<file path="src/hw/rtl/dclg_pkg.sv">
// ----------------------------------------------------------------------------
// dclg_pkg
// shared types and constants of the dimmer channel level generator
// ----------------------------------------------------------------------------
package dclg_pkg;

    localparam int LEVEL_W      = 8;
    localparam int MAX_CHANNELS = 8;
    localparam int PACKED_W     = LEVEL_W * MAX_CHANNELS;
    localparam int ADDR_W       = 9;
    localparam int TOTAL_W      = 10;
    localparam int CHASE_W      = 3;
    localparam int CFG_INDEX_W  = 1;
    localparam int CFG_DATA_W   = TOTAL_W;

    // configuration register indexes
    localparam logic [CFG_INDEX_W-1:0] REG_TEST_MODE      = 1'd0;
    localparam logic [CFG_INDEX_W-1:0] REG_TOTAL_CHANNELS = 1'd1;

    localparam logic [TOTAL_W-1:0] TOTAL_RESET = 10'd512;
    localparam logic [LEVEL_W-1:0] LEVEL_FULL  = 8'd255;
    localparam logic [LEVEL_W-1:0] LEVEL_OFF   = 8'd0;
    localparam logic [ADDR_W-1:0]  ADDR_ANALOG = 9'd0;
    localparam logic [ADDR_W-1:0]  ADDR_CHASE  = 9'd256;

    // per-tick controls shared by all lanes
    typedef struct packed {
        logic                 test_mode;
        logic                 dmx_valid;
        logic [ADDR_W-1:0]    switch_address;
        logic [TOTAL_W-1:0]   total_channels;
    } lane_ctrl_t;

    // fader state seen by the lanes
    typedef struct packed {
        logic [LEVEL_W-1:0]   level;
        logic [CHASE_W-1:0]   chase_index;
    } fader_status_t;

endpackage

</file>
<file path="src/hw/rtl/dclg_if.sv">
// ----------------------------------------------------------------------------
// dclg_in_if / dclg_out_if
// valid/ready channels for refresh ticks and packed channel levels
// ----------------------------------------------------------------------------
interface dclg_in_if;
    import dclg_pkg::*;

    logic                  valid;
    logic                  ready;
    logic [ADDR_W-1:0]     switch_address;
    logic                  dmx_valid;
    logic [PACKED_W-1:0]   dmx_levels;
    logic [PACKED_W-1:0]   analog_levels;

    modport source (output valid, switch_address, dmx_valid, dmx_levels, analog_levels,
                    input ready);
    modport sink   (input valid, switch_address, dmx_valid, dmx_levels, analog_levels,
                    output ready);
endinterface

interface dclg_out_if;
    import dclg_pkg::*;

    logic                  valid;
    logic                  ready;
    logic [PACKED_W-1:0]   channel_levels;

    modport source (output valid, channel_levels, input ready);
    modport sink   (input valid, channel_levels, output ready);
endinterface

</file>
<file path="src/hw/rtl/dclg_lane.sv">
// ----------------------------------------------------------------------------
// dclg_lane
// next level of one dimmer channel for one refresh tick
// ----------------------------------------------------------------------------
module dclg_lane #(
    parameter int LANE_INDEX = 0
) (
    input  dclg_pkg::lane_ctrl_t                ctrl,
    input  dclg_pkg::fader_status_t             fader,
    input  logic [dclg_pkg::LEVEL_W-1:0]        dmx_level,
    input  logic [dclg_pkg::LEVEL_W-1:0]        analog_level,
    input  logic [dclg_pkg::LEVEL_W-1:0]        held_level,
    output logic [dclg_pkg::LEVEL_W-1:0]        level_next
);
    import dclg_pkg::*;

    logic [TOTAL_W-1:0] slot;
    logic               slot_in_range;
    logic               addr_bit;
    logic               chase_hit;
    logic [LEVEL_W-1:0] merged;

    assign slot          = TOTAL_W'(ctrl.switch_address) + TOTAL_W'(LANE_INDEX);
    assign slot_in_range = slot < ctrl.total_channels;
    assign addr_bit      = ctrl.switch_address[LANE_INDEX];
    assign chase_hit     = fader.chase_index == CHASE_W'(LANE_INDEX);
    assign merged        = (dmx_level > analog_level) ? dmx_level : analog_level;

    always_comb
    begin
        if (ctrl.test_mode)
        begin
            if (ctrl.switch_address == ADDR_CHASE)
                level_next = chase_hit ? fader.level : LEVEL_OFF;
            else if (ctrl.switch_address > ADDR_CHASE)
                level_next = addr_bit ? fader.level : LEVEL_OFF;
            else if (ctrl.switch_address == ADDR_ANALOG)
                level_next = analog_level;
            else
                level_next = addr_bit ? LEVEL_FULL : LEVEL_OFF;
        end
        else if (ctrl.dmx_valid)
        begin
            level_next = slot_in_range ? merged : held_level;
        end
        else
        begin
            level_next = analog_level;
        end
    end

endmodule

</file>
<file path="src/hw/rtl/dclg_fader.sv">
// ----------------------------------------------------------------------------
// dclg_fader
// triangle fader and chase pointer, stepped once per test-mode tick
// ----------------------------------------------------------------------------
module dclg_fader #(
    parameter int CHANNEL_COUNT = 8
) (
    input  logic                               clk,
    input  logic                               rst_n,
    input  logic                               step,
    input  logic [dclg_pkg::ADDR_W-1:0]        switch_address,
    output dclg_pkg::fader_status_t            status
);
    import dclg_pkg::*;

    typedef enum logic [1:0] {
        PH_INC  = 2'd0,
        PH_DEC  = 2'd1,
        PH_NEXT = 2'd2
    } phase_t;

    phase_t             phase_reg, phase_mid, phase_next;
    logic [LEVEL_W-1:0] level_reg, level_next;
    logic [CHASE_W-1:0] chase_reg, chase_next, chase_plus;

    assign chase_plus = chase_reg + CHASE_W'(1);

    always_comb
    begin
        // pattern-dependent phase handling comes before the fader step
        phase_mid  = phase_reg;
        chase_next = chase_reg;
        if (switch_address == ADDR_CHASE)
        begin
            if (phase_reg == PH_NEXT)
            begin
                chase_next = ((CHASE_W+1)'(chase_plus) >= (CHASE_W+1)'(CHANNEL_COUNT))
                             ? '0 : chase_plus;
                phase_mid  = PH_INC;
            end
        end
        else if (switch_address > ADDR_CHASE)
        begin
            if (phase_reg == PH_NEXT)
                phase_mid = PH_INC;
        end

        level_next = level_reg;
        phase_next = phase_mid;
        case (phase_mid)
            PH_INC:
            begin
                if (level_reg == LEVEL_FULL)
                begin
                    level_next = LEVEL_FULL - LEVEL_W'(1);
                    phase_next = PH_DEC;
                end
                else
                    level_next = level_reg + LEVEL_W'(1);
            end
            PH_DEC:
            begin
                if (level_reg == LEVEL_OFF)
                    phase_next = PH_NEXT;
                else
                    level_next = level_reg - LEVEL_W'(1);
            end
            PH_NEXT: level_next = LEVEL_OFF;
            default: level_next = level_reg;
        endcase
    end

    always_ff @(posedge clk or negedge rst_n)
    begin
        if (!rst_n)
        begin
            phase_reg <= PH_INC;
            level_reg <= LEVEL_OFF;
            chase_reg <= '0;
        end
        else if (step)
        begin
            phase_reg <= phase_next;
            level_reg <= level_next;
            chase_reg <= chase_next;
        end
    end

    assign status.level       = level_reg;
    assign status.chase_index = chase_reg;

endmodule

</file>
<file path="src/hw/rtl/dimmer_channel_level_generator_unit.sv">
// ----------------------------------------------------------------------------
// dimmer_channel_level_generator_unit
// dimmer channel levels from dmx/analog inputs or built-in test patterns
// ----------------------------------------------------------------------------
// Each transfer on tick is one refresh of all channels; the block answers with
// one transfer on levels carrying the packed channel levels, channel 0 in the
// low byte, bytes at and above CHANNEL_COUNT zero. While tick.ready holds, a tick
// is taken every cycle and its result is registered: one lane per channel does a
// single level of compare and select, and the held-level register doubles as
// the output payload register. tick.ready stays high while the output register
// is empty or being emptied in the same cycle. In normal mode the channel takes
// max(dmx, analog) when dmx is valid and its slot is below total_channels,
// otherwise holds; without valid dmx it follows analog. In test mode the
// switch address picks analog pass-through, full-on mask, a fader chase, or
// a masked fader; the fader steps once per test-mode tick. Write configuration
// only while the block is idle.
// ----------------------------------------------------------------------------
module dimmer_channel_level_generator_unit #(
    parameter int CHANNEL_COUNT = 8
) (
    input  logic                                 clk,
    input  logic                                 rst_n,
    input  logic                                 cfg_we,
    input  logic [dclg_pkg::CFG_INDEX_W-1:0]     cfg_index,
    input  logic [dclg_pkg::CFG_DATA_W-1:0]      cfg_data,
    dclg_in_if.sink                              tick,
    dclg_out_if.source                           levels
);
    import dclg_pkg::*;

    // bits of the packed word that real channels occupy
    localparam logic [PACKED_W-1:0] LEVEL_MASK =
        (CHANNEL_COUNT >= MAX_CHANNELS) ? {PACKED_W{1'b1}}
                                        : ((PACKED_W'(1) << (LEVEL_W * CHANNEL_COUNT))
                                           - PACKED_W'(1));

    // configuration registers
    logic               test_mode_reg;
    logic [TOTAL_W-1:0] total_channels_reg;

    // handshake
    logic accept;
    logic out_valid_reg, out_valid_next;

    // lanes and merge
    lane_ctrl_t         ctrl;
    fader_status_t      fader;
    logic [LEVEL_W-1:0] held_reg  [CHANNEL_COUNT];
    logic [LEVEL_W-1:0] held_next [CHANNEL_COUNT];
    logic [PACKED_W-1:0] packed_levels;

    always_ff @(posedge clk or negedge rst_n)
    begin
        if (!rst_n)
        begin
            test_mode_reg      <= 1'b0;
            total_channels_reg <= TOTAL_RESET;
        end
        else if (cfg_we)
        begin
            case (cfg_index)
                REG_TEST_MODE:      test_mode_reg      <= cfg_data[0];
                REG_TOTAL_CHANNELS: total_channels_reg <= cfg_data;
                default:            ;
            endcase
        end
    end

    // output register empties or is taken this cycle -> room for a new tick
    assign tick.ready     = !out_valid_reg || levels.ready;
    assign accept         = tick.valid && tick.ready;
    assign out_valid_next = accept || (out_valid_reg && !levels.ready);

    assign ctrl.test_mode      = test_mode_reg;
    assign ctrl.dmx_valid      = tick.dmx_valid;
    assign ctrl.switch_address = tick.switch_address;
    assign ctrl.total_channels = total_channels_reg;

    // fader reads its pre-step value for this tick, steps on the same edge
    dclg_fader #(
        .CHANNEL_COUNT (CHANNEL_COUNT)
    ) u_fader (
        .clk            (clk),
        .rst_n          (rst_n),
        .step           (accept && test_mode_reg),
        .switch_address (tick.switch_address),
        .status         (fader)
    );

    for (genvar i = 0; i < CHANNEL_COUNT; i++)
    begin : g_lane
        dclg_lane #(
            .LANE_INDEX (i)
        ) u_lane (
            .ctrl         (ctrl),
            .fader        (fader),
            .dmx_level    (tick.dmx_levels[LEVEL_W*i +: LEVEL_W]),
            .analog_level (tick.analog_levels[LEVEL_W*i +: LEVEL_W]),
            .held_level   (held_reg[i]),
            .level_next   (held_next[i])
        );
    end

    always_ff @(posedge clk or negedge rst_n)
    begin
        if (!rst_n)
        begin
            out_valid_reg <= 1'b0;
            for (int i = 0; i < CHANNEL_COUNT; i++)
                held_reg[i] <= LEVEL_OFF;
        end
        else
        begin
            out_valid_reg <= out_valid_next;
            if (accept)
            begin
                for (int i = 0; i < CHANNEL_COUNT; i++)
                    held_reg[i] <= held_next[i];
            end
        end
    end

    // merge: pack lane levels, unused channels read zero
    always_comb
    begin
        packed_levels = '0;
        for (int i = 0; i < CHANNEL_COUNT; i++)
            packed_levels[LEVEL_W*i +: LEVEL_W] = held_reg[i];
    end

    assign levels.valid          = out_valid_reg;
    assign levels.channel_levels = packed_levels;

    // a result only appears after a tick was taken
    a_valid_from_accept: assert property (@(posedge clk) disable iff (!rst_n)
        $rose(levels.valid) |-> $past(accept))
        else $error("result valid without an accepted tick");

    // held levels change only on an accepted tick
    a_levels_hold: assert property (@(posedge clk) disable iff (!rst_n)
        !accept |=> $stable(levels.channel_levels))
        else $error("channel levels changed without a tick");

    // no back-pressure while the output register is empty
    a_ready_when_empty: assert property (@(posedge clk) disable iff (!rst_n)
        !levels.valid |-> tick.ready)
        else $error("tick stalled with empty output register");

    // missing channels always read zero
    a_unused_zero: assert property (@(posedge clk) disable iff (!rst_n)
        (levels.channel_levels & ~LEVEL_MASK) == '0)
        else $error("unused channel byte is non-zero");

endmodule
</file>
<file path="src/flat_wrapper.sv">
// flat-port wrapper written by rule: the top's interface ports become plain ports
module dimmer_channel_level_generator_unit_flat import dclg_pkg::*;
#(
    parameter int CHANNEL_COUNT = 8
)
  (clk, rst_n, cfg_we, cfg_index, cfg_data, tick_valid, tick_switch_address, tick_dmx_valid, tick_dmx_levels, tick_analog_levels, tick_ready, levels_valid, levels_channel_levels, levels_ready);
  dclg_in_if tick_i ();
  dclg_out_if levels_i ();
  input  logic clk;
  input  logic rst_n;
  input  logic cfg_we;
  input  logic [dclg_pkg::CFG_INDEX_W-1:0] cfg_index;
  input  logic [dclg_pkg::CFG_DATA_W-1:0] cfg_data;
  input wire logic [$bits(tick_i.valid)-1:0] tick_valid;
  input wire logic [$bits(tick_i.switch_address)-1:0] tick_switch_address;
  input wire logic [$bits(tick_i.dmx_valid)-1:0] tick_dmx_valid;
  input wire logic [$bits(tick_i.dmx_levels)-1:0] tick_dmx_levels;
  input wire logic [$bits(tick_i.analog_levels)-1:0] tick_analog_levels;
  output wire logic [$bits(tick_i.ready)-1:0] tick_ready;
  output wire logic [$bits(levels_i.valid)-1:0] levels_valid;
  output wire logic [$bits(levels_i.channel_levels)-1:0] levels_channel_levels;
  input wire logic [$bits(levels_i.ready)-1:0] levels_ready;
  assign tick_i.valid = tick_valid;
  assign tick_i.switch_address = tick_switch_address;
  assign tick_i.dmx_valid = tick_dmx_valid;
  assign tick_i.dmx_levels = tick_dmx_levels;
  assign tick_i.analog_levels = tick_analog_levels;
  assign tick_ready = tick_i.ready;
  assign levels_valid = levels_i.valid;
  assign levels_channel_levels = levels_i.channel_levels;
  assign levels_i.ready = levels_ready;
  dimmer_channel_level_generator_unit #(.CHANNEL_COUNT(CHANNEL_COUNT)) u_core (.clk(clk), .rst_n(rst_n), .cfg_we(cfg_we), .cfg_index(cfg_index), .cfg_data(cfg_data), .tick(tick_i), .levels(levels_i));
endmodule
</file>
<file path="config.mk">
export PLATFORM = sky130hd
export DESIGN_NAME = dimmer_channel_level_generator_unit_flat
export DESIGN_NICKNAME = d
export VERILOG_FILES = /design/src/hw/rtl/dclg_pkg.sv /design/src/hw/rtl/dclg_if.sv /design/src/hw/rtl/dclg_lane.sv /design/src/hw/rtl/dclg_fader.sv /design/src/hw/rtl/dimmer_channel_level_generator_unit.sv /design/src/flat_wrapper.sv
export SDC_FILE = /design/constraint.sdc
export NUM_CORES = 1
export LEC_CHECK = 0
export BUFFER_PORTS_ARGS = -buffer_cell sky130_fd_sc_hd__buf_2
export CORE_ASPECT_RATIO = 1.2
export CORE_UTILIZATION = 51
export CTS_BUF_LIST = sky130_fd_sc_hd__clkbuf_4 sky130_fd_sc_hd__clkbuf_8 sky130_fd_sc_hd__clkbuf_16
export CTS_CLUSTER_SIZE = 40
export DETAILED_ROUTE_END_ITERATION = 7
export PLACE_DENSITY_LB_ADDON = 0.15
export SYNTH_ARGS = -nofsm -noshare
export SYNTH_HDL_FRONTEND = slang
export SYNTH_SLANG_ARGS = --single-unit
export TNS_END_PERCENT = 100
</file>
<file path="constraint.sdc">
create_clock -name clk -period 2.4 [get_ports clk]
set_input_delay 0.24 -clock clk [delete_from_list [all_inputs] [get_ports clk]]
set_output_delay 0.24 -clock clk [all_outputs]
set_load 0.005 [all_outputs]
</file>
# After elaboration in Yosys (flattened, before gate mapping)
# Index checks and enable logic that the tools add are counted.
word_totals:
  register_bits: 89
  input_bits: 154
  out_inout_bits: 66
  elab_cells: 176
classes:
  n_addsub: 10
  n_lt_le_gt_ge: 17
  n_eq_ne: 21
  muxes: 89
  n_bitwise: 1
  reduce_logical: 24
ops:
  columns: ["cell", "n"]
  rows:
  - ["8-bit 2-to-1 mux", 82]
  - ["10-bit < comparator", 7]
  - ["8-bit > comparator", 8]
  - ["9-bit by 3-bit adder with 10-bit output, second input constant", 4]
  - ["3-bit by 1-bit inequality test with 1-bit output, second input constant", 8]
  - ["8-bit one-hot mux with 3 select lines", 1]
  - ["9-bit by 2-bit adder with 10-bit output, second input constant", 2]
  - ["2-bit AND reduction", 10]
  - ["3-bit equality test, second input constant", 4]
  - ["9-bit by 1-bit adder with 10-bit output, second input constant", 1]
  - ["9-bit by 10-bit < comparator with 1-bit output", 1]
  - ["2-bit 2-to-1 mux", 5]
  - ["9-bit equality test, second input constant", 1]
  - ["9-bit > comparator, second input constant", 1]
  - ["9-bit zero test", 1]
  - ["8-bit by 1-bit adder with 8-bit output, second input constant", 1]
  - ["8-bit equality test, second input constant", 1]
  - ["8-bit zero test", 1]
  - ["8-bit by 1-bit subtractor with 8-bit output, second input constant", 1]
  - ["3-bit by 2-bit equality test with 1-bit output, second input constant", 2]
  - ["3-bit AND reduction", 2]
  - ["2-bit equality test, second input constant", 2]
  - ["2-bit one-hot mux with 2 select lines", 1]
  - ["3-bit by 1-bit adder with 3-bit output, second input constant", 1]
  - ["10 further kinds", 14]

# Logic depth before layout (Yosys ltp)
depth:
  depth_word: 7
  depth_mapped: 14
  depth_no_buf: 13

# By module
# A second synthesis with hierarchy kept.
unflattened:
  hier_cells: 1628
  hier_area_um2: 13223.9
by_module_without_submodules:
  columns: ["mod", "n_inst", "cells_each", "area_per_inst_um2", "seq_area_each_um2"]
  rows:
  - ["dimmer_channel_level_generator_unit", 1, 166, 3105.5, 1903.1]
  - ["dclg_lane at u_core.g_lane[3].u_lane", 1, 199, 1402.6, 0.0]
  - ["dclg_lane at u_core.g_lane[6].u_lane", 1, 194, 1292.5, 0.0]
  - ["dclg_lane at u_core.g_lane[1].u_lane", 1, 155, 1101.1, 0.0]
  - ["dclg_lane at u_core.g_lane[5].u_lane", 1, 164, 1099.8, 0.0]
  - ["dclg_lane at u_core.g_lane[2].u_lane", 1, 171, 1094.8, 0.0]
  - ["dclg_lane at u_core.g_lane[4].u_lane", 1, 170, 1088.5, 0.0]
  - ["dclg_lane at u_core.g_lane[7].u_lane", 1, 162, 1064.8, 0.0]
  - ["dclg_fader", 1, 120, 1033.5, 325.3]
  - ["dclg_lane at u_core.g_lane[0].u_lane", 1, 127, 940.9, 0.0]

# Worst setup path before layout
# OpenSTA, ideal clock, no wires.
synth_path:
  path_kind: "input port to flip-flop"
  start: "input port tick_switch_address[7]"
  end: "register u_core.held_reg (netlist bit u_core.levels.channel_levels[13])"
  setup_ns: 0.088
  arrival_ns: 3.096
  t_required_ns: 2.312
  slack_ns: -0.784
  stages: 13
  path_buffers: 3
  path_cell_list: "clkbuf_1 -> buf_1 -> nand4_1 -> or2_2 -> xnor2_1 -> ha_1 -> nor3_1 -> and2_1 -> o211ai_1 -> a31oi_1 -> clkbuf_1 -> nor2_1 -> a41oi_1"
synth_between:
  elab_chain_len: 5
  elab_cells_between_ends: 11
  classes_between: "add/sub (1); order compare (2); eq/ne (2); mux (4); reduce/logical (2)"
synth_rtl:
  columns: ["item", "line", "source"]
  rows:
  - ["start: declaration", "flat_wrapper.sv:15", "input wire logic [$bits(tick_i.switch_address)-1:0] tick_switch_address;"]
  - ["parallel branches: the longest is 5 deep, another holds 9-bit by 1-bit adder with 10-bit output", null, null]
  - ["end signal: indexed assignment", "dimmer_channel_level_generator_unit.sv:118", "held_reg[i] <= held_next[i];"]
  - ["end: declaration", "dimmer_channel_level_generator_unit.sv:48", "logic [LEVEL_W-1:0] held_reg [CHANNEL_COUNT];"]
# Several ways; the timed one is not identified.
# A chain may end at the register's enable or synchronous reset.

# Worst setup path in the final report
layout_path:
  start: "register u_core.total_channels_reg[8]"
  end: "register u_core.held_reg (netlist bit u_core.levels.channel_levels[18])"
layout_between:
  elab_chain_len: 3
layout_rtl:
  columns: ["item", "line", "source"]
  rows:
  - ["start: declaration", "dimmer_channel_level_generator_unit.sv:39", "logic [TOTAL_W-1:0] total_channels_reg;"]
  - ["start signal: assignment", "dimmer_channel_level_generator_unit.sv:63", "REG_TOTAL_CHANNELS: total_channels_reg <= cfg_data;"]
  - ["10-bit < comparator", "dclg_lane.sv:24", "assign slot_in_range = slot < ctrl.total_channels;"]
  - ["3-bit by 1-bit inequality test with 1-bit output (no source line)", null, null]
  - ["2-bit AND reduction (no source line)", null, null]
# Every way passes these cells.

==> flow_metrics.py <==
metrics = {
    "sta": {
        "fin_ws_ns": -0.0604,
        "worst_pin_slew_ns": 0.693,
        "slew_viol_final": 0,
        "holdWs_ns": 0.108,
        "finalCritPeriodShare_pct": 103,
        "setup_viol": 22,
        "finalSetupTns_ns": -0.848,
        "slew-limit-headroom_pct": 53.8,
        "fmax_mhz": 406,
        "fin_worst_skew_ns": 0.0130,
        "hold_violations": 0,
        "fin_crit_ns": 2.46,
        "rsz0062_at_grt": "true",
    },
    "worst_setup_path": {
        "worst_setup_path_start_kind": "flop",
        "path_max_fanout": 8,
        "path_cells": "inv_1, ha_2, or4_4, a221oi_2, o211ai_1, a31oi_4, buf_12, nor2_1, a41oi_2",
        "slowest_delay_ns": 0.51,
        "arrival_ns": 2.73,
        "reg2reg_from": "u_core.total_channels_reg[8]$_DFFE_PN0P_",
        "cp-end-kind": "flop",
        "cp-startpoint": "u_core.total_channels_reg[8]$_DFFE_PN0P_",
        "crit_type": "flop to flop",
        "worstPathRequired_ns": 2.67,
        "worstPathBufferInverterCount": 2,
        "crit_family": "compound AO/OA/AOI/OAI gates",
        "crit_slowest_cell": "or4_4",
    },
    "placed_design": {
        "placed_cells": 1806,
        "gp_congestion": 0.947,
        "dp.final_hpwl_um": 27700,
        "portBuffers": 219,
    },
    "grt": {
        "grt_pass1_wl_um": 56800,
        "track_usage_pct": 36.1,
        "antenna_found_initial": 2,
        "grt_pass1_vias": 10800,
        "grt_overflow": 0,
        "grt_max_degree": 52,
    },
    "synthesis": {
        "synth-warning-count": 0,
        "synth_area_leaders": "dfrtp_1, ha_1, nor2_1, inv_1, a21oi_1",
        "syn-instance-count": 1245,
        "syn_area_sq_um": 10000,
        "synth_seq_cells": 89,
        "synth_top_area_cell": "dfrtp_1",
        "yosysTopAreaCellShare_pct": 22.0,
        "syn_area_per_cell_sq_um": 8.04,
        "ys.flop_type": "dfrtp_1",
        "synth-async-reset-ratio_pct": 100,
        "synthDistinctLibCells": 75,
        "yosysSeqAreaShare_pct": 22.3,
        "synth_fp_nets": 1553,
        "synth_edf_count": 0,
    },
    "floorplan": {
        "rows": 55,
        "die_area_sq_um": 20200,
        "io_pins": 220,
        "die_w_um": 130,
        "initial_utilization_pct": 52.5,
        "fp.dieH_um": 155,
        "core_area_sq_um": 19100,
    },
    "run": {
        "cap_violations": 0,
    },
    "status": {
        "run_status": "complete, but fails checks",
        "failed_checks": "setup timing",
    },
    "routing": {
        "dr.pass1.iters": 5,
        "via_per_inst": 6.22,
        "drt_wl_total_um": 37500,
        "drc_errors": 0,
        "dr_total_vias": 11500,
        "drt-initial-drc-count": 915,
        "drtAntennaViolNets": 0,
        "wl_per_cell_um": 20.3,
    },
    "finish": {
        "syn2layout_area_growth_pct": 35.8,
        "final_cells": 1845,
        "drive_gt1_share_pct": 33.6,
        "nets": 1892,
        "post-route-util_pct": 71.3,
        "largest_reg_flops": 64,
    },
    "power_and_ir_drop": {
        "p_leak_uw": 0.00630,
        "ir_worst_vdd_mv": 0.376,
        "power_density_nw_per_um2": 578,
    },
    "clocking": {
        "cts_tree": "done",
        "clockBufferDepth": 2,
        "cts.sinks": 89,
        "clock_latency_ns": 0.36,
        "htree_levels": 3,
        "numCtsBuffers": 9,
        "path_clk_slew_ns": 0.08,
        "root_buffer": "clkbuf_16",
    },
    "hold_path": {
        "hold_class": "input port to flop",
        "hp-start": "cfg_data[6]",
    },
}
[cells by family after synthesis]
kind of cell    count (synthesis)  share of synthesized area, %
xor+xnor                       44                          3.85
fa+ha+maj                     154                          19.2
buf+inv                       179                          6.93
flops                          89                          22.3
compound gates                376                          26.2
simple gates                  370                          18.0
mux                            33                          3.54
[power breakdown]
| part | switching (uW) | internal (uW) |
|---|---|---|
| Combinational | 2330 | 1830 |
| Clock | 681 | 807 |
| Sequential | 314 | 1900 |
| Total | 3330 | 4530 |
[path summary, 6_finish.rpt]
| check | to | slack [ns] | depth (start not counted) |
|---|---|---|---|
| setup reg to reg | u_core.levels.channel_levels[18]$_DFFE_PN0P_ | -0.06 | 9 |
| setup / recovery | u_core.levels.channel_levels[18]$_DFFE_PN0P_ | -0.06 | 9 |
| hold reg to reg | u_core.levels.channel_levels[54]$_DFFE_PN0P_ | 0.51 | 1 |
| hold / removal | u_core.total_channels_reg[6]$_DFFE_PN0P_ | 0.11 | 2 |
| max in group asynchronous | u_core.levels.channel_levels[18]$_DFFE_PN0P_ | 1.28 | 3 |
| min in group asynchronous | u_core.levels.valid$_DFF_PN0_ | 0.40 | 2 |
[timing repair]
action                                  4_1_cts  5_1_grt
hold buffers                                  1        0
endpoints found under the setup margin       52       55
resized for setup                            35       91
setup buffers                                12        8
hold endpoints to repair                     38        0
cloned                                        1        3
pin swaps                                     8       28
[cells in the mapped netlist, types with 28 or more instances]
library cell and instances:
nand2_1 80, o211ai_1 28, nand3_1 49, a21oi_1 86
o21ai_0 77, inv_1 117, ha_1 154, xnor2_1 29
nor2_1 124, a41oi_1 32, dfrtp_1 88, clkbuf_1 45
[layout by cell type (no fill, tap or decap), types with 18 or more instances in the layout]
cell | netlist | routed
mux2_2 | 19 | 19
dfrtp_1 | 88 | 88
buf_4 | 1 | 150
o211ai_1 | 28 | 28
inv_1 | 117 | 111
nand4_1 | 22 | 22
o21ai_0 | 77 | 72
ha_1 | 154 | 140
xnor2_1 | 29 | 25
buf_2 | 9 | 211
a221oi_1 | 18 | 18
nand2_1 | 80 | 79
nand3_1 | 49 | 48
nor2_1 | 124 | 105
or3_1 | 24 | 24
a21oi_1 | 86 | 80
[worst reg2reg max path, delay by kind of cell, from the launching register on]
family,cells,cell delay (ns)
compound gates,4,0.84
fa+ha+maj,1,0.25
buf+inv,2,0.36
flops,1,0.35
simple gates,2,0.57
[final cells by class]
class | count | area, sq um
antenna | 1 | 2.50
clock buffer | 9 | 225
clock inverter | 6 | 67.6
fill | 1528 | 5460
inverter | 118 | 455
multi-input combinational | 977 | 7660
sequential | 89 | 2230
tap | 256 | 320
timing repair buffer | 389 | 2640
[routing by layer]
metal / up-vias / global-route usage, % / share of wire, %
met3: 116 / 6.57 / 8.2
met1: 5493 / 45.7 / 40
met5: - / 0 / 0.035
li1: 5302 / - / -
met2: 566 / 61.1 / 48
met4: 2 / 12.7 / 3.8
[stage by stage]
step	total power [uW]	area, sq um	worst slack (ns)
2_1_floorplan	4260	10200	-0.228
3_3_place_gp	5850	12500	-0.466
3_5_place_dp	5950	12500	-0.541
4_1_cts	7520	13100	0.000139
5_1_grt	8320	13600	-0.133
6_report	7860	13600	-0.0604
Note: power is estimated with default switching activity, not from simulation.
